<file path="src/rtl/afp_pkg.sv">
// ----------------------------------------------------------------------------
// afp_pkg
// Shared types and constants of the air sensor frame parser: frame layout,
// header codes, queue depth and the request classes passed front to back.
// ----------------------------------------------------------------------------
package afp_pkg;

   // Frame header codes
   localparam logic [7:0] HDR_FIRST  = 8'h42;
   localparam logic [7:0] HDR_SECOND = 8'h4D;

   // Supported length field values
   localparam logic [15:0] LEN_SHORT = 16'(2 * 9 + 2);
   localparam logic [15:0] LEN_LONG  = 16'(2 * 13 + 2);

   // Number of data bytes kept for the result words
   localparam int PAYLOAD_BYTES = 14;
   localparam int IDX_W         = $clog2(PAYLOAD_BYTES);

   // Byte position within a frame
   localparam int POS_W = 5;
   localparam logic [POS_W-1:0] POS_HDR_FIRST  = POS_W'(0);
   localparam logic [POS_W-1:0] POS_HDR_SECOND = POS_W'(1);
   localparam logic [POS_W-1:0] POS_LEN_HI     = POS_W'(2);
   localparam logic [POS_W-1:0] POS_LEN_LO     = POS_W'(3);
   localparam logic [POS_W-1:0] POS_DATA_FIRST = POS_W'(4);
   localparam logic [POS_W-1:0] POS_SUM_HI_SHORT = POS_W'(LEN_SHORT + 16'd2);
   localparam logic [POS_W-1:0] POS_SUM_LO_SHORT = POS_W'(LEN_SHORT + 16'd3);
   localparam logic [POS_W-1:0] POS_SUM_HI_LONG  = POS_W'(LEN_LONG + 16'd2);
   localparam logic [POS_W-1:0] POS_SUM_LO_LONG  = POS_W'(LEN_LONG + 16'd3);

   // Payload byte index of the high byte of each result word
   localparam int IDX_PM25     = 0;
   localparam int IDX_TVOC     = 2;
   localparam int IDX_HCHO     = 5;
   localparam int IDX_CO2      = 8;
   localparam int IDX_TEMP     = 10;
   localparam int IDX_HUMIDITY = 12;

   // Queue between front and back
   localparam int QUEUE_DEPTH = 2;
   localparam int QPTR_W      = (QUEUE_DEPTH > 1) ? $clog2(QUEUE_DEPTH) : 1;
   localparam int QCNT_W      = $clog2(QUEUE_DEPTH + 1);

   // Request classes decided by the front
   typedef enum logic [2:0] {
      KIND_START,    // first header byte, restarts the sum
      KIND_ADD,      // add to the sum only
      KIND_STORE,    // add to the sum and keep in the payload store
      KIND_SUM_HI,   // high checksum byte
      KIND_SUM_LO    // low checksum byte, closes the frame
   } kind_type;

   typedef struct packed {
      kind_type         kind;
      logic [7:0]       data;
      logic [IDX_W-1:0] idx;
   } item_type;

endpackage

</file>
<file path="src/rtl/air_sensor_frame_parser_top.sv">
// ----------------------------------------------------------------------------
// air_sensor_frame_parser_top
// Frame parser for an air-quality sensor's serial byte stream.
//
// Request channel: one received byte per request (req_valid, req_stall,
// req_rx_byte). Bytes are matched against the header 0x42 0x4D, a big-endian
// length of 20 or 28, the data bytes and a big-endian 16-bit checksum;
// anything outside a frame is dropped without a response.
// Response channel: one response per complete frame, raised after the last
// checksum byte, with rsp_frame_ok and six big-endian words (all zero when
// the checksum does not match).
// Throughput: one byte per cycle while req_stall is low. The last checksum
// byte is written into the queue; once it reaches the head with the response
// side free, it is popped and the response valid register is set.
// A two-entry queue sits between the byte classifier and the checksum/result
// unit. While a response waits under rsp_stall, the next frame's bytes keep
// flowing until the following frame end reaches the head of the queue; the
// queue then fills and req_stall rises.
// Reset clears frame tracking, the queue and response valid; no clearing
// pass is needed.
// ----------------------------------------------------------------------------
module air_sensor_frame_parser_top (
   input  logic        clock,
   input  logic        reset,
   input  logic        req_valid,
   output logic        req_stall,
   input  logic [7:0]  req_rx_byte,
   output logic        rsp_valid,
   input  logic        rsp_stall,
   output logic        rsp_frame_ok,
   output logic [15:0] rsp_pm25_ug_m3,
   output logic [15:0] rsp_tvoc_centi_ppm,
   output logic [15:0] rsp_hcho_centi_mgm3,
   output logic [15:0] rsp_co2_ppm,
   output logic [15:0] rsp_temp_deci,
   output logic [15:0] rsp_humidity_deci
);
   import afp_pkg::*;

   item_type push_item;
   item_type head;
   logic     push;
   logic     pop;
   logic     q_empty;
   logic     q_full;

   assign req_stall = q_full;

   // Classify incoming bytes
   afp_front u_front (
      .clock       (clock),
      .reset       (reset),
      .req_valid   (req_valid),
      .req_rx_byte (req_rx_byte),
      .q_full      (q_full),
      .push        (push),
      .item        (push_item)
   );

   // Decouple classifier from result unit
   afp_queue u_queue (
      .clock     (clock),
      .reset     (reset),
      .push      (push),
      .push_item (push_item),
      .pop       (pop),
      .head      (head),
      .empty     (q_empty),
      .full      (q_full)
   );

   // Sum, store and report
   afp_back u_back (
      .clock               (clock),
      .reset               (reset),
      .head                (head),
      .empty               (q_empty),
      .pop                 (pop),
      .rsp_valid           (rsp_valid),
      .rsp_stall           (rsp_stall),
      .rsp_frame_ok        (rsp_frame_ok),
      .rsp_pm25_ug_m3      (rsp_pm25_ug_m3),
      .rsp_tvoc_centi_ppm  (rsp_tvoc_centi_ppm),
      .rsp_hcho_centi_mgm3 (rsp_hcho_centi_mgm3),
      .rsp_co2_ppm         (rsp_co2_ppm),
      .rsp_temp_deci       (rsp_temp_deci),
      .rsp_humidity_deci   (rsp_humidity_deci)
   );

endmodule

</file>
<file path="src/rtl/afp_front.sv">
// ----------------------------------------------------------------------------
// afp_front
// Accepts received bytes, tracks the frame position and length, drops bytes
// that do not belong to a frame and classifies the rest for the back end.
// ----------------------------------------------------------------------------
module afp_front (
   input  logic               clock,
   input  logic               reset,
   input  logic               req_valid,
   input  logic [7:0]         req_rx_byte,
   input  logic               q_full,
   output logic               push,
   output afp_pkg::item_type  item
);
   import afp_pkg::*;

   logic [POS_W-1:0] pos_ff, pos_in;
   logic [7:0]       len_hi_ff, len_hi_in;
   logic             long_ff, long_in;
   logic [POS_W-1:0] data_idx;
   logic [POS_W-1:0] sum_hi_pos;
   logic [POS_W-1:0] sum_lo_pos;
   logic [15:0]      len_word;
   logic             accept;

   assign accept     = req_valid && !q_full;
   assign data_idx   = pos_ff - POS_DATA_FIRST;
   assign sum_hi_pos = long_ff ? POS_SUM_HI_LONG : POS_SUM_HI_SHORT;
   assign sum_lo_pos = long_ff ? POS_SUM_LO_LONG : POS_SUM_LO_SHORT;
   assign len_word   = {len_hi_ff, req_rx_byte};

   // Classify the byte and advance the position
   always_comb begin
      pos_in    = pos_ff;
      len_hi_in = len_hi_ff;
      long_in   = long_ff;
      push      = 1'b0;
      item.kind = KIND_ADD;
      item.data = req_rx_byte;
      item.idx  = data_idx[IDX_W-1:0];
      if (accept) begin
         if (pos_ff == POS_HDR_FIRST) begin
            if (req_rx_byte == HDR_FIRST) begin
               push      = 1'b1;
               item.kind = KIND_START;
               pos_in    = POS_HDR_SECOND;
            end
         end else if (pos_ff == POS_HDR_SECOND) begin
            if (req_rx_byte == HDR_SECOND) begin
               push   = 1'b1;
               pos_in = POS_LEN_HI;
            end else begin
               pos_in = POS_HDR_FIRST;
            end
         end else if (pos_ff == POS_LEN_HI) begin
            push      = 1'b1;
            len_hi_in = req_rx_byte;
            pos_in    = POS_LEN_LO;
         end else if (pos_ff == POS_LEN_LO) begin
            if (len_word == LEN_SHORT || len_word == LEN_LONG) begin
               push    = 1'b1;
               long_in = (len_word == LEN_LONG);
               pos_in  = POS_DATA_FIRST;
            end else begin
               pos_in = POS_HDR_FIRST;
            end
         end else if (pos_ff == sum_hi_pos) begin
            push      = 1'b1;
            item.kind = KIND_SUM_HI;
            pos_in    = pos_ff + POS_W'(1);
         end else if (pos_ff == sum_lo_pos) begin
            push      = 1'b1;
            item.kind = KIND_SUM_LO;
            pos_in    = POS_HDR_FIRST;
         end else begin
            push      = 1'b1;
            item.kind = (data_idx < POS_W'(PAYLOAD_BYTES)) ? KIND_STORE : KIND_ADD;
            pos_in    = pos_ff + POS_W'(1);
         end
      end
   end

   // Hold frame position and length
   always_ff @(posedge clock) begin
      if (reset) begin
         pos_ff    <= POS_HDR_FIRST;
         len_hi_ff <= 8'd0;
         long_ff   <= 1'b0;
      end else begin
         pos_ff    <= pos_in;
         len_hi_ff <= len_hi_in;
         long_ff   <= long_in;
      end
   end

endmodule

</file>
<file path="src/rtl/afp_queue.sv">
// ----------------------------------------------------------------------------
// afp_queue
// Short first-in first-out queue of classified requests between the front
// and the back, so that each side can stall on its own.
// ----------------------------------------------------------------------------
module afp_queue (
   input  logic               clock,
   input  logic               reset,
   input  logic               push,
   input  afp_pkg::item_type  push_item,
   input  logic               pop,
   output afp_pkg::item_type  head,
   output logic               empty,
   output logic               full
);
   import afp_pkg::*;

   item_type            entry_ff [QUEUE_DEPTH];
   logic [QPTR_W-1:0]   wr_ptr_ff, wr_ptr_in;
   logic [QPTR_W-1:0]   rd_ptr_ff, rd_ptr_in;
   logic [QCNT_W-1:0]   count_ff, count_in;
   logic                do_push;
   logic                do_pop;

   assign empty   = (count_ff == QCNT_W'(0));
   assign full    = (count_ff == QCNT_W'(QUEUE_DEPTH));
   assign do_push = push && !full;
   assign do_pop  = pop && !empty;
   assign head    = entry_ff[rd_ptr_ff];

   // Advance pointers with explicit wrap
   always_comb begin
      wr_ptr_in = wr_ptr_ff;
      rd_ptr_in = rd_ptr_ff;
      count_in  = count_ff;
      if (do_push) begin
         wr_ptr_in = (wr_ptr_ff == QPTR_W'(QUEUE_DEPTH - 1)) ? QPTR_W'(0)
                                                              : wr_ptr_ff + QPTR_W'(1);
      end
      if (do_pop) begin
         rd_ptr_in = (rd_ptr_ff == QPTR_W'(QUEUE_DEPTH - 1)) ? QPTR_W'(0)
                                                              : rd_ptr_ff + QPTR_W'(1);
      end
      if (do_push && !do_pop) begin
         count_in = count_ff + QCNT_W'(1);
      end else if (do_pop && !do_push) begin
         count_in = count_ff - QCNT_W'(1);
      end
   end

   always_ff @(posedge clock) begin
      if (reset) begin
         wr_ptr_ff <= '0;
         rd_ptr_ff <= '0;
         count_ff  <= '0;
      end else begin
         wr_ptr_ff <= wr_ptr_in;
         rd_ptr_ff <= rd_ptr_in;
         count_ff  <= count_in;
      end
   end

   // Write the entry
   always_ff @(posedge clock) begin
      if (do_push) begin
         entry_ff[wr_ptr_ff] <= push_item;
      end
   end

endmodule

</file>
<file path="src/rtl/afp_back.sv">
// ----------------------------------------------------------------------------
// afp_back
// Carries out classified requests: keeps the running checksum and payload
// bytes, compares the checksum at frame end and holds the result register.
// ----------------------------------------------------------------------------
module afp_back (
   input  logic               clock,
   input  logic               reset,
   input  afp_pkg::item_type  head,
   input  logic               empty,
   output logic               pop,
   output logic               rsp_valid,
   input  logic               rsp_stall,
   output logic               rsp_frame_ok,
   output logic [15:0]        rsp_pm25_ug_m3,
   output logic [15:0]        rsp_tvoc_centi_ppm,
   output logic [15:0]        rsp_hcho_centi_mgm3,
   output logic [15:0]        rsp_co2_ppm,
   output logic [15:0]        rsp_temp_deci,
   output logic [15:0]        rsp_humidity_deci
);
   import afp_pkg::*;

   logic [15:0] sum_ff, sum_in;
   logic [7:0]  rx_sum_hi_ff;
   logic [7:0]  store_ff [PAYLOAD_BYTES];
   logic        rsp_valid_ff, rsp_valid_in;
   logic        ok_ff;
   logic [15:0] pm25_ff, tvoc_ff, hcho_ff, co2_ff, temp_ff, hum_ff;
   logic        out_free;
   logic        close;
   logic        ok;

   assign out_free = !rsp_valid_ff || !rsp_stall;
   assign pop      = !empty && ((head.kind != KIND_SUM_LO) || out_free);
   assign close    = pop && (head.kind == KIND_SUM_LO);
   assign ok       = (sum_ff == {rx_sum_hi_ff, head.data});

   // Update the running sum
   always_comb begin
      sum_in = sum_ff;
      if (pop) begin
         case (head.kind) inside
            KIND_START:            sum_in = {8'd0, head.data};
            KIND_ADD, KIND_STORE:  sum_in = sum_ff + {8'd0, head.data};
            default:               sum_in = sum_ff;
         endcase
      end
   end

   // Raise valid at frame end, drop it once taken
   always_comb begin
      rsp_valid_in = rsp_valid_ff;
      if (close) begin
         rsp_valid_in = 1'b1;
      end else if (!rsp_stall) begin
         rsp_valid_in = 1'b0;
      end
   end

   always_ff @(posedge clock) begin
      if (reset) begin
         sum_ff       <= 16'd0;
         rsp_valid_ff <= 1'b0;
      end else begin
         sum_ff       <= sum_in;
         rsp_valid_ff <= rsp_valid_in;
      end
   end

   // Keep checksum high byte and payload bytes
   always_ff @(posedge clock) begin
      if (pop && head.kind == KIND_SUM_HI) begin
         rx_sum_hi_ff <= head.data;
      end
      if (pop && head.kind == KIND_STORE) begin
         store_ff[head.idx] <= head.data;
      end
   end

   // Load the result words, zero on checksum mismatch
   always_ff @(posedge clock) begin
      if (close) begin
         ok_ff   <= ok;
         pm25_ff <= ok ? {store_ff[IDX_PM25], store_ff[IDX_PM25 + 1]} : 16'd0;
         tvoc_ff <= ok ? {store_ff[IDX_TVOC], store_ff[IDX_TVOC + 1]} : 16'd0;
         hcho_ff <= ok ? {store_ff[IDX_HCHO], store_ff[IDX_HCHO + 1]} : 16'd0;
         co2_ff  <= ok ? {store_ff[IDX_CO2], store_ff[IDX_CO2 + 1]} : 16'd0;
         temp_ff <= ok ? {store_ff[IDX_TEMP], store_ff[IDX_TEMP + 1]} : 16'd0;
         hum_ff  <= ok ? {store_ff[IDX_HUMIDITY], store_ff[IDX_HUMIDITY + 1]} : 16'd0;
      end
   end

   assign rsp_valid           = rsp_valid_ff;
   assign rsp_frame_ok        = ok_ff;
   assign rsp_pm25_ug_m3      = pm25_ff;
   assign rsp_tvoc_centi_ppm  = tvoc_ff;
   assign rsp_hcho_centi_mgm3 = hcho_ff;
   assign rsp_co2_ppm         = co2_ff;
   assign rsp_temp_deci       = temp_ff;
   assign rsp_humidity_deci   = hum_ff;

endmodule

</file>
<file path="config.mk">
export PLATFORM = sky130hd
export DESIGN_NAME = air_sensor_frame_parser_top
export DESIGN_NICKNAME = d
export VERILOG_FILES = /design/src/rtl/afp_pkg.sv /design/src/rtl/air_sensor_frame_parser_top.sv /design/src/rtl/afp_front.sv /design/src/rtl/afp_queue.sv /design/src/rtl/afp_back.sv
export SDC_FILE = /design/constraint.sdc
export NUM_CORES = 1
export LEC_CHECK = 0
export ABC_AREA = 1
export BUFFER_PORTS_ARGS = -buffer_cell sky130_fd_sc_hd__buf_2
export CAP_MARGIN = 0
export CORE_ASPECT_RATIO = 1.75
export CORE_MARGIN = 5
export CORE_UTILIZATION = 53
export DETAILED_ROUTE_END_ITERATION = 8
export HOLD_SLACK_MARGIN = 0.05
export PLACE_DENSITY_LB_ADDON = 0.3
export SETUP_SLACK_MARGIN = 0.4
export SYNTH_ARGS = -nofsm -noshare
export SYNTH_HDL_FRONTEND = slang
export SYNTH_SLANG_ARGS = --single-unit
</file>
<file path="constraint.sdc">
create_clock -name clock -period 6.26 [get_ports clock]
set_input_delay 1.252 -clock clock [delete_from_list [all_inputs] [get_ports clock]]
set_output_delay 1.252 -clock clock [all_outputs]
set_load 0.01 [all_outputs]
</file>
### After elaboration in Yosys (flattened, before gate mapping)

Memories as Yosys holds them, arrays and structs flattened. A register that Yosys moved wholly into a read port is not among the register bits.
Cells that the tools add are included.

* flip-flop bits (word level): 44
* memory bits (writable): 142
* word-level logic and storage cells: 123
* output and inout bits: 99
* memories kept: 2

Memories
* u_back.store_ff: depth 14, bits a word 8, rd ports 12, clocked after Yosys merged registers in 12, write ports 1, line afp_back.sv:26 `logic [7:0] store_ff [PAYLOAD_BYTES];`
* u_queue.entry_ff: depth 2, bits a word 15, rd ports 1, clocked after Yosys merged registers in 1, write ports 1, line afp_queue.sv:18 `item_type entry_ff [QUEUE_DEPTH];`

* reduce and logical (&&, ||, !) cells: 40
* bitwise logic cells: 3
* $add $sub $neg: 7
* eq/ne operators: 18
* $lt $le $gt $ge: 1
* multiplexer cells: 42

Operator list (number)
* 2-to-1 mux 5 bit: 7
* == test 16 x 5 -> 1 bit (second input constant): 2
* 2-to-1 mux 16 bit: 2
* 2-to-1 mux 3 bit: 8
* 2-to-1 mux 1 bit: 19
* zero test 1 bit: 18
* adder 16 x 8 -> 16 bit: 1
* == test 16 bit: 1
* == test 8 x 7 -> 1 bit (second input constant): 2
* == test 5 x 2 -> 1 bit (second input constant): 2
* == test 5 bit: 2
* logical AND 1 bit: 9
* 2-to-1 mux 2 bit: 4
* 2-to-1 mux 4 bit: 2
* == test 3 x 2 -> 1 bit (second input constant): 2
* AND reduction 6 bit: 1
* adder 5 x 1 -> 5 bit (second input constant): 1
* == test 5 x 1 -> 1 bit (second input constant): 1
* zero test 5 bit: 1
* less-than comparator 5 x 4 -> 1 bit (second input constant): 1
* subtractor 5 x 3 -> 5 bit (second input constant): 1
* AND reduction 2 bit: 2
* AND reduction 4 bit: 1
* nonzero test 2 bit: 2
* other kinds (14): 19

### Longest topological paths before layout

Gate-level depths: netlist of the first run.

* word-level depth: 13
* gate-level depth with buffers: 16
* mapped depth without buffers: 16

### Cells and area by module

Synthesis of the first run repeated with hierarchy kept, for this count alone.

* cells, all modules: 924
* area total of the unflattened synthesis: 11192.0 µm²

By module, submodules not included
* afp_back: area each 8675.8 µm², cells an instance 670, instances 1, seq. area each 6376.1 µm²
* afp_queue: area each 1382.6 µm², cells an instance 84, instances 1, seq. area each 1001.0 µm²
* afp_front: area each 1133.6 µm², cells an instance 170, instances 1, seq. area each 280.3 µm²

### Worst setup path after synthesis of the first run

OpenSTA, ideal clock, no wires.

* path type: input to register
* from: in rsp_stall
* to: reg u_back.co2_ff[0], in the netlist u_back.rsp_co2_ppm[0] (read register of u_back.store_ff), enable pin
* arrival time: 5695 ps
* buffers on the path: 0
* slack: 12 ps
* stages: 5
* data required time: 5707 ps
* cells stage by stage: nand2_1 -> inv_1 -> a31oi_1 -> inv_1 -> nor2_1

* longest elaborated chain between the ends: 5

RTL lines
* start, declared: line air_sensor_frame_parser_top.sv:29 `input logic rsp_stall,`
* zero test 1 bit: line afp_back.sv:34 `assign out_free = !rsp_valid_ff || !rsp_stall;`
* logical OR 1 bit: line afp_back.sv:34
* logical OR 1 bit: line afp_back.sv:35 `assign pop = !empty && ((head.kind != KIND_SUM_LO) || out_free);`
* logical AND 1 bit: line afp_back.sv:35
* logical AND 1 bit: line afp_back.sv:36 `assign close = pop && (head.kind == KIND_SUM_LO);`
* via u_back.close: line afp_back.sv:31 `logic close;`
* end, declared: line afp_back.sv:29 `logic [15:0] pm25_ff, tvoc_ff, hcho_ff, co2_ff, temp_ff, hum_ff;`

The timed path passes the listed nets, and every way through them passes these cells.
A chain may end at the register's enable or synchronous reset.

==> results.toml, run 1 <==
[routing]
dr_wl_met3_microns = 955
wl_microns = 22100
drt_pass1_iterations = 5
ant_nets = 0
post_drt_via_cell_ratio = 5.36
dr_wl_met2_microns = 12600
met1Wirelength_microns = 7830
highest_layer = "met4"
drt_iter0_drc = 509
num_vias = 6655
wl_per_cell_microns = 17.8
drc_errors = 0

[critical_path]
critPathCaptureType = "register"
worst-r2r-setup-slack_ns = 2.38
crit_family = "simple AND/OR/NAND/NOR gates"
crit_end = "u_back.rsp_temp_deci[8]$_SDFFCE_PN0P_"
cp_slowest_cell = "dfxtp_1"
critPathArrivalTime_ns = 4.20
startpoint_type = "register"
reg2reg_to = "u_back.rsp_temp_deci[8]$_SDFFCE_PN0P_"
crit_buf_inv = 2
path_cells = "inv_4 -> or2_2 -> o21a_1 -> ha_1 -> nor4_2 -> nand3b_4 -> buf_4 -> nor3b_1"
cp_num_cells = 8
path_class = "reg2reg"
cp.required_ns = 6.58
critical-path-max-stage-delay_ns = 0.78
ff2ff_path_depth = 8
worstPathMaxFanout = 55

[timing]
fmax_ghz = 0.258
min_period_over_period_pct = 62.0
slew_violations = 0
hold_viol_final = 0
rsz0062_at_grt = "false"
timing.setup.tns_ns = 0
finClkSkew_ns = 0.0164
setup_viol = 0
fin_crit_ns = 3.88
tightestPinTransition_ns = 1.30
max_slew_margin_pct = 12.3

[global_routing]
antenna_found_initial = 0
overflow = 0
grt_max_degree = 78
gr-usage-all-layers_pct = 18.6
first_global_vias = 6726
grt_pass1_wl_microns = 35200

[final_layout]
diodes = 0
nets = 1004
areaGrowthSynthToFinish_pct = 14.6
final_cell_mix = "231 x edfxtp_1, 136 x nand2_1, 110 x buf_2, 79 x inv_1, 67 x nor3b_1"
register_area_sq_um = 7660
drive_gt1_share_pct = 22.3
multi_input_area_sq_um = 2820
fillerInstances = 1560
fin_area_sq_um = 12600
mostFrequentLayoutCell = "edfxtp_1"

[place]
placed_area_sq_um = 11800
gp_congestion = 0.888
port_buffers = 110
detailed_place_hpwl_microns = 15100

[job]
maxCapViolations = 0

[cts]
clockBufferDepth = 3
cts_buffers = 24
postCtsSetupBuffers = 0
postCtsHoldBufs = 0
cts_tree = "built"
root_buffer = "clkbuf_16"
clkLatencyLatePin_ns = 0.52
ctsResizeCount = 0
cts.sinks = 267
cts.htree.levels = 1
clkTransAtPathRegs_ns = 0.06

[yosys]
netlist_instances = 854
yosysSeqAreaShare_pct = 69.8
syn_area_sq_um = 11000
synth_top_cell_by_area = "edfxtp_1"
ys_types = 42
syn_area_per_cell_sq_um = 12.8
yosys-top-cells-area = "edfxtp_1 63%, dfxtp_1 6.6%, nand2_1 4.7%, nor3b_1 4.6%, nor3b_2 3.3%"
yosys_register_bits = 267
synth_top_area_share_pct = 63.3
syn_nets = 883
yosys_warnings = 0

[pwr]
leakage_nw = 4.57
p_per_area_nw_per_um2 = 357
ir_drop_uv = 211

[floorplan]
die_y_microns = 200
rows = 69
die_w_microns = 119
core_sq_um = 20400
ios = 111
initial_core_util_pct = 53.8
dieArea_sq_um = 23800

[outcome]
status = "finished clean"

[min_path]
hp-class = "reg2reg"
-- metal layers --
layer | track usage, % | vias up
li1 | - | 3238
met1 | 19.7 | 3182
met2 | 36.7 | 187
met3 | 2.20 | 48
met4 | 7.25 | 0
met5 | 0 | -
-- final cells by class --
| cell class | count | share of cell area (%) |
|---|---|---|
| Timing Repair Buffer | 124 | 5.21 |
| Multi-Input combinational cell | 472 | 22.4 |
| Clock buffer | 28 | 5.06 |
| Sequential cell | 267 | 60.9 |
| Tap cell | 248 | 2.47 |
| Inverter | 86 | 2.59 |
| Clock inverter | 16 | 1.37 |
-- cells in the mapped netlist (all sizes together) --
master	number
edfxtp	231
nand2	138
nor3b	96
inv	86
nor2	62
nand3	41
dfxtp	36
a21oi	31
o21ai	31
nor3	19
buf	16
ha	16
clkbuf	13
or2	7
nand4	5
a31oi	4
xor2	4
mux2i	3
nand3b	3
nor4	2
o21bai	2
o22ai	2
xnor2	2
a211oi	1
fa	1
o21a	1
o31ai	1
-- cells by family after synthesis --
| kind of cell | Yosys count | share of synthesized area (%) |
|---|---|---|
| compound gates | 73 | 3.62 |
| xor+xnor | 6 | 0.479 |
| fa+ha+maj | 17 | 2.01 |
| buf+inv | 115 | 4.68 |
| flops | 267 | 69.8 |
| mux | 3 | 0.274 |
| simple gates | 373 | 19.1 |
-- metrics by stage --
stage          std cells  setup WS, ns  util, %  power (W)  hold slack [ns]
2_1_floorplan        854          1.64        -    0.00279            0.443
3_3_place_gp        1197          2.48     57.7    0.00302            0.470
3_5_place_dp        1197          2.35     57.7    0.00304            0.487
4_1_cts             1241          2.31     61.7    0.00452            0.496
5_1_grt             1241          2.08     61.7    0.00470            0.513
6_report            1241          2.38     61.7    0.00449            0.492
-- worst min-delay path: stages, from the launching register on --
cell     delay, ns
dfxtp_1       0.32
nand2_1       0.07
a21oi_1       0.06
-- power breakdown --
group	leakage (nW)	switching [W]	internal, W
Sequential	2.39	0.0000648	0.00214
Combinational	1.79	0.000562	0.000235
Clock	0.389	0.000633	0.000857
-- worst min-delay path by stage --
stage,startpoint,cells after the start,slack [ns],end
CTS,u_back.sum_ff[2]$_SDFFE_PP0P_,2,0.50,u_back.sum_ff[2]$_SDFFE_PP0P_
floorplan,u_back.sum_ff[2]$_SDFFE_PP0P_,2,0.44,u_back.sum_ff[2]$_SDFFE_PP0P_
global placement,u_back.sum_ff[2]$_SDFFE_PP0P_,2,0.47,u_back.sum_ff[2]$_SDFFE_PP0P_
detailed placement,u_back.sum_ff[2]$_SDFFE_PP0P_,2,0.49,u_back.sum_ff[2]$_SDFFE_PP0P_
global route,u_back.sum_ff[2]$_SDFFE_PP0P_,2,0.51,u_back.sum_ff[2]$_SDFFE_PP0P_
finish,u_back.sum_ff[2]$_SDFFE_PP0P_,2,0.49,u_back.sum_ff[2]$_SDFFE_PP0P_
-- sequential cells by signal, indices dropped and copies added (netlist names), named ones only --
name                        count
u_back.store_ff                96
u_queue.wr_ptr_ff               1
u_back.rsp_hcho_centi_mgm3     16
u_back.sum_ff                  16
u_back.rsp_valid                1
u_back.rsp_humidity_deci       16
u_front.long_ff                 1
u_back.rsp_pm25_ug_m3          16
u_back.rsp_frame_ok             1
u_back.rsp_co2_ppm             16
u_queue.entry_ff               30
u_front.len_hi_ff               8
u_queue.rd_ptr_ff               1
u_back.rsp_tvoc_centi_ppm      16
u_queue.count_ff                2
u_front.pos_ff                  5
u_back.rsp_temp_deci           16
u_back.rx_sum_hi_ff             8
Power figures use the tool's default switching activity.
==> inputs of run 2 (changes only) <==
Settings changed: CORE_UTILIZATION 53 to 58.
Clock period 6.26 ns to 3.8 ns, I/O delays scaled along.
==> run 2 against run 1 <==
Hold slack got worse by 0.036 ns; core utilization increased by 6.5 points; first-iteration DRC count increased by 2.2%; fmax increased by 34%; global-route usage increased by 3.0 points; clock-buffer cell count decreased by 3; non-clock buffer count increased by 14; sequential share of layout area decreased by 0.48 points; combinational power increased by 83%; sequential power increased by 65%; largest cell class unchanged; final area increased by 0.79%; sequential cell count unchanged; critical endpoint is now u_back.rsp_hcho_centi_mgm3[0]$_SDFFCE_PN0P_.
==> results.toml, run 2 (synthesis gave the netlist of run 1 again) <==
[cts]
clkTransAtPathRegs_ns = 0.07
clkLatencyLatePin_ns = 0.51
postCtsSetupBuffers = 0
ctsResizeCount = 0
cts.sinks = 267
cts.htree.levels = 1
root_buffer = "clkbuf_16"
cts_tree = "built"
clockBufferDepth = 3
postCtsHoldBufs = 0
cts_buffers = 23

[global_routing]
grt_pass1_wl_microns = 36400
gr-usage-all-layers_pct = 21.6
overflow = 0
met3_usage_pct = 2.49
busiest_layer = "met2"
first_global_vias = 6838
grt_max_degree = 98
grt_use_met2_pct = 42.1
gr-usage-met1_pct = 23.3
antenna_found_initial = 0

[min_path]
hp-class = "in2reg"

[critical_path]
critPathCaptureType = "register"
path_class = "reg2reg"
worstPathMaxFanout = 69
startpoint_type = "register"
critPathArrivalTime_ns = 3.20
cp.required_ns = 4.09

[timing]
fmax_ghz = 0.344
timing.setup.tns_ns = 0
finClkSkew_ns = 0.00956
fin_crit_ns = 2.90
rsz0062_at_grt = "false"
worst_hold_slack_ns = 0.457
setup_viol = 0
max_slew_margin_pct = 21.8
min_period_over_period_pct = 76.4
tightestPinTransition_ns = 1.17
hold_viol_final = 0
slew_violations = 0

[job]
maxCapViolations = 0

[floorplan]
dieArea_sq_um = 21900
die_w_microns = 114
rows = 66
ios = 111
initial_core_util_pct = 59.0
die_y_microns = 192
core_sq_um = 18600

[routing]
drt_pass1_iterations = 5
wl_microns = 23200
wl_per_cell_microns = 18.7
drt_iter0_drc = 520
post_drt_via_cell_ratio = 5.49
ant_nets = 0
drc_errors = 0
num_vias = 6817

[place]
port_buffers = 110
gp_congestion = 0.952
placed_area_sq_um = 11900
detailed_place_hpwl_microns = 15700
dp.cells = 1201

[final_layout]
drive_gt1_share_pct = 22.8
finalNonFillerCells = 1241
nets = 1017
fillerInstances = 1320
top_register = "u_back.store_ff"
mostFrequentLayoutCell = "edfxtp_1"
reg.largest.list = "u_back.store_ff (96), u_queue.entry_ff (30)"
largest_reg_flops = 96
fin_area_sq_um = 12700
areaGrowthSynthToFinish_pct = 15.6
final_cell_mix = "231 x edfxtp_1, 136 x nand2_1, 110 x buf_2, 79 x inv_1, 67 x nor3b_1"
diodes = 0

[pwr]
p_per_area_nw_per_um2 = 594
leakage_nw = 4.64
finalPower_w = 0.00753
ir_drop_uv = 483

[outcome]
status = "finished clean"
[run 2: power by group]
part	leakage [nW]	internal (W)	switching, W
combinational	1.87	0.000437	0.00102
sequential	2.39	0.00352	0.0000986
clock	0.375	0.00146	0.00100
[run 2: metrics by stage]
step,util (%),setup slack [ns]
after floorplan,-,0.755
after detailed placement,63.9,0.929
final,68.2,0.896
after CTS,68.2,0.893
after global placement,63.9,1.01
after global routing,68.2,0.689
[run 2: worst max-delay path: stages, from the launching register on]
cell and delay (ns):
dfxtp_1 0.52, buf_4 0.25, mux2i_1 0.21, inv_1 0.08, ha_1 0.39, nor4_4 0.35
nand3b_4 0.10, buf_4 0.36, nor3b_1 0.39
[run 2: final timing paths]
path / from / endpoint / slack [ns] / depth (start not counted)
max reg2reg: register / u_back.rsp_hcho_centi_mgm3[0]$_SDFFCE_PN0P_ / 0.90 / 8
min reg2reg: u_back.sum_ff[2]$_SDFFE_PP0P_ / u_back.sum_ff[2]$_SDFFE_PP0P_ / 0.48 / 2
min: req_rx_byte[4] / u_queue.entry_ff[0][8]$_DFFE_PP_ / 0.46 / 1
max: register / u_back.rsp_hcho_centi_mgm3[0]$_SDFFCE_PN0P_ / 0.90 / 8
[run 2: final cells by class]
cell class / count / area (sq um) / share of cell area (%)
clock inverters: 15 / 211 / 1.67
flip-flops and latches: 267 / 7660 / 60.4
clock buffers: 25 / 583 / 4.60
well taps: 238 / 298 / 2.35
repair buffers: 138 / 786 / 6.20
multi-input cells: 472 / 2810 / 22.2
inverters: 86 / 325 / 2.57
[run 2: layer usage]
metal	vias up	wire length, microns	part of all wire [%]
met3	53	1150	5.0
met2	241	13100	57
li1	3253	-	-
met5	-	0	0
met1	3270	8060	35
met4	0	876	3.8
==> inputs of run 3 (changes only) <==
Settings changed: ABC_AREA 1 to 0.
Clock period 3.8 ns to 2.9 ns, I/O delays scaled along.
==> run 3 against run 2 <==
Cell count shrank 9.8%; combinational power grew 25%; clock power grew 9.8%; die area shrank 4.7%; critical path type unchanged.
==> results.toml, run 3 <==
[final_layout]
areaGrowthSynthToFinish_pct = 24.7
reg.largest.list = "u_back.store_ff (96), u_queue.entry_ff (30)"
nets = 904
diodes = 0
largest_reg_flops = 96
utilization_pct = 73.7
final_cell_mix = "231 x edfxtp_1, 110 x buf_2, 50 x and2_1, 49 x and2_4, 46 x nor2_1"
top_register = "u_back.store_ff"
finalNonFillerCells = 1119
drive_gt1_share_pct = 35.0
fillerInstances = 1096
mostFrequentLayoutCell = "edfxtp_1"

[timing]
setup_ws_ns = 0.295
timing.setup.tns_ns = 0
hold_viol_final = 0
rsz0062_at_grt = "true"
finClkSkew_ns = 0.0252
fmax_ghz = 0.384
min_period_over_period_pct = 89.8
fin_crit_ns = 2.60
setup_viol = 0
max_slew_margin_pct = 57.3
tightestPinTransition_ns = 0.639
slew_violations = 0

[routing]
wl_microns = 24000
drt_iter0_drc = 365
drt_pass1_iterations = 5
num_vias = 6571
post_drt_via_cell_ratio = 5.87
drc_errors = 0
ant_nets = 0
wl_per_cell_microns = 21.5

[yosys]
netlist_instances = 701
synth.most_common_cell = "edfxtp_1"
synth_edf_count = 231
syn_area_sq_um = 10400
yosys-top-cells-area = "edfxtp_1 67%, dfxtp_1 6.9%, and2_1 5.9%, ha_1 1.9%, nor2_1 1.8%"
synthArstFlopShare_pct = 0
synth_top_cell_by_area = "edfxtp_1"
synth_flop_cell = "edfxtp_1"
yosys_warnings = 0
yosys_register_bits = 267
synthTopCellsByCount = "231 x edfxtp_1, 99 x and2_1, 49 x nor2_1"
yosysSeqAreaShare_pct = 73.5
syn_nets = 730
ys_types = 59
synth_top_area_share_pct = 66.6
syn_area_per_cell_sq_um = 14.9

[pwr]
finalPower_w = 0.00904
ir_drop_uv = 519
leakage_nw = 4.75
p_per_area_nw_per_um2 = 696

[critical_path]
critPathCaptureType = "register"
reg2reg_to = "u_back.rsp_co2_ppm[15]$_SDFFCE_PN0P_"
crit_family = "simple AND/OR/NAND/NOR gates"
worstPathMaxFanout = 12
startpoint_type = "register"
path_class = "reg2reg"
cp_slowest_cell = "dfxtp_4"
cp.required_ns = 3.24
critical-path-max-stage-delay_ns = 0.40
crit_buf_inv = 4
critPathArrivalTime_ns = 2.95
ff2ff_path_depth = 10
worst-r2r-setup-slack_ns = 0.30
path_cells = "buf_6 -> mux2_4 -> ha_4 -> nor4_4 -> buf_4 -> nand4_1 -> nor4_4 -> buf_6 -> buf_16 -> and2_1"

[cts]
cts_tree = "built"
cts.htree.levels = 1
cts_buffers = 23
root_buffer = "clkbuf_16"
cts.sinks = 267
clockBufferDepth = 3
postCtsHoldBufs = 0
clkTransAtPathRegs_ns = 0.07
clkLatencyLatePin_ns = 0.51

[min_path]
hp-class = "in2reg"
holdPathStages = 1
min_to = "u_queue.entry_ff[1][8]$_DFFE_PP_"
min-delay-start = "req_rx_byte[4]"

[place]
dp.cells = 1052
port_buffers = 110
place_ws_ns = 0.230
detailed_place_hpwl_microns = 14800
gp_congestion = 0.850

[floorplan]
initial_core_util_pct = 59.1
die_w_microns = 111
core_sq_um = 17600
rows = 64
dieArea_sq_um = 20800
ios = 111
die_y_microns = 187

[global_routing]
gr-usage-all-layers_pct = 21.0
grt_pass1_wl_microns = 34300
antenna_found_initial = 0
first_global_vias = 6519
grt_max_degree = 96
overflow = 0

[outcome]
status = "finished clean"

[job]
maxCapViolations = 0
run 3: final cells by class:
class | count | area, sq um | area share [%]
Inverter | 15 | 56.3 | 0.434
Tap cell | 231 | 289 | 2.23
Sequential cell | 267 | 7670 | 59.0
Clock buffer | 27 | 591 | 4.55
Clock inverter | 11 | 60.1 | 0.463
Multi-Input combinational cell | 395 | 3070 | 23.7
Timing Repair Buffer | 173 | 1250 | 9.63
run 3: through the flow:
step / hold slack (ns) / area [sq um]
2_1_floorplan: 0.436 / 10600
3_3_place_gp: 0.450 / 11600
3_5_place_dp: 0.465 / 11600
4_1_cts: 0.291 / 12400
5_1_grt: 0.301 / 13000
6_report: 0.310 / 13000
run 3: per-layer routing:
metal / global-route usage, % / vias to the layer above / wire (microns)
li1: - / 2952 / -
met1: 20.8 / 3226 / 7650
met2: 42.1 / 308 / 13700
met3: 2.49 / 85 / 1360
met4: 9.79 / 0 / 1360
met5: 0 / - / 0
run 3: power by group:
group	internal, W	leakage (nW)	switching, W	total, W
sequential	0.00442	2.41	0.0000964	0.00451
clock	0.00145	0.319	0.00125	0.00270
combinational	0.000745	2.02	0.00108	0.00183
run 3: cell families after synthesis:
group	Yosys count	synth area share, %
DFF	267	73.5
and+or+nand+nor	251	13.5
AOI/OAI and AO/OA	90	5.85
buffers and inverters	39	1.48
muxes	24	2.44
adders and majority gates	17	2.12
xor gates and xnor gates	13	1.09
run 3: repair_timing:
item,in CTS,in global routing
gates cloned,3,10
pin swaps,5,61
setup endpoints to repair,115,193
resized for setup,25,86
buffers inserted,7,9
run 3: how the worst max path moves through the flow:
| stage | from | to | depth (start not counted) |
|---|---|---|---|
| finish | register | u_back.rsp_co2_ppm[15]$_SDFFCE_PN0P_ | 10 |
| CTS | register | u_back.rsp_tvoc_centi_ppm[3]$_SDFFCE_PN0P_ | 10 |
| floorplan | u_queue.entry_ff[1][14]$_DFFE_PP_ | u_back.rsp_co2_ppm[0]$_SDFFCE_PN0P_ | 4 |
| global placement | register | u_back.sum_ff[15]$_SDFFE_PP0P_ | 8 |
| detailed placement | u_front.pos_ff[1]$_SDFFE_PP0P_ | u_queue.count_ff[1]$_SDFFE_PP0P_ | 8 |
| global route | register | u_back.rsp_co2_ppm[15]$_SDFFCE_PN0P_ | 9 |
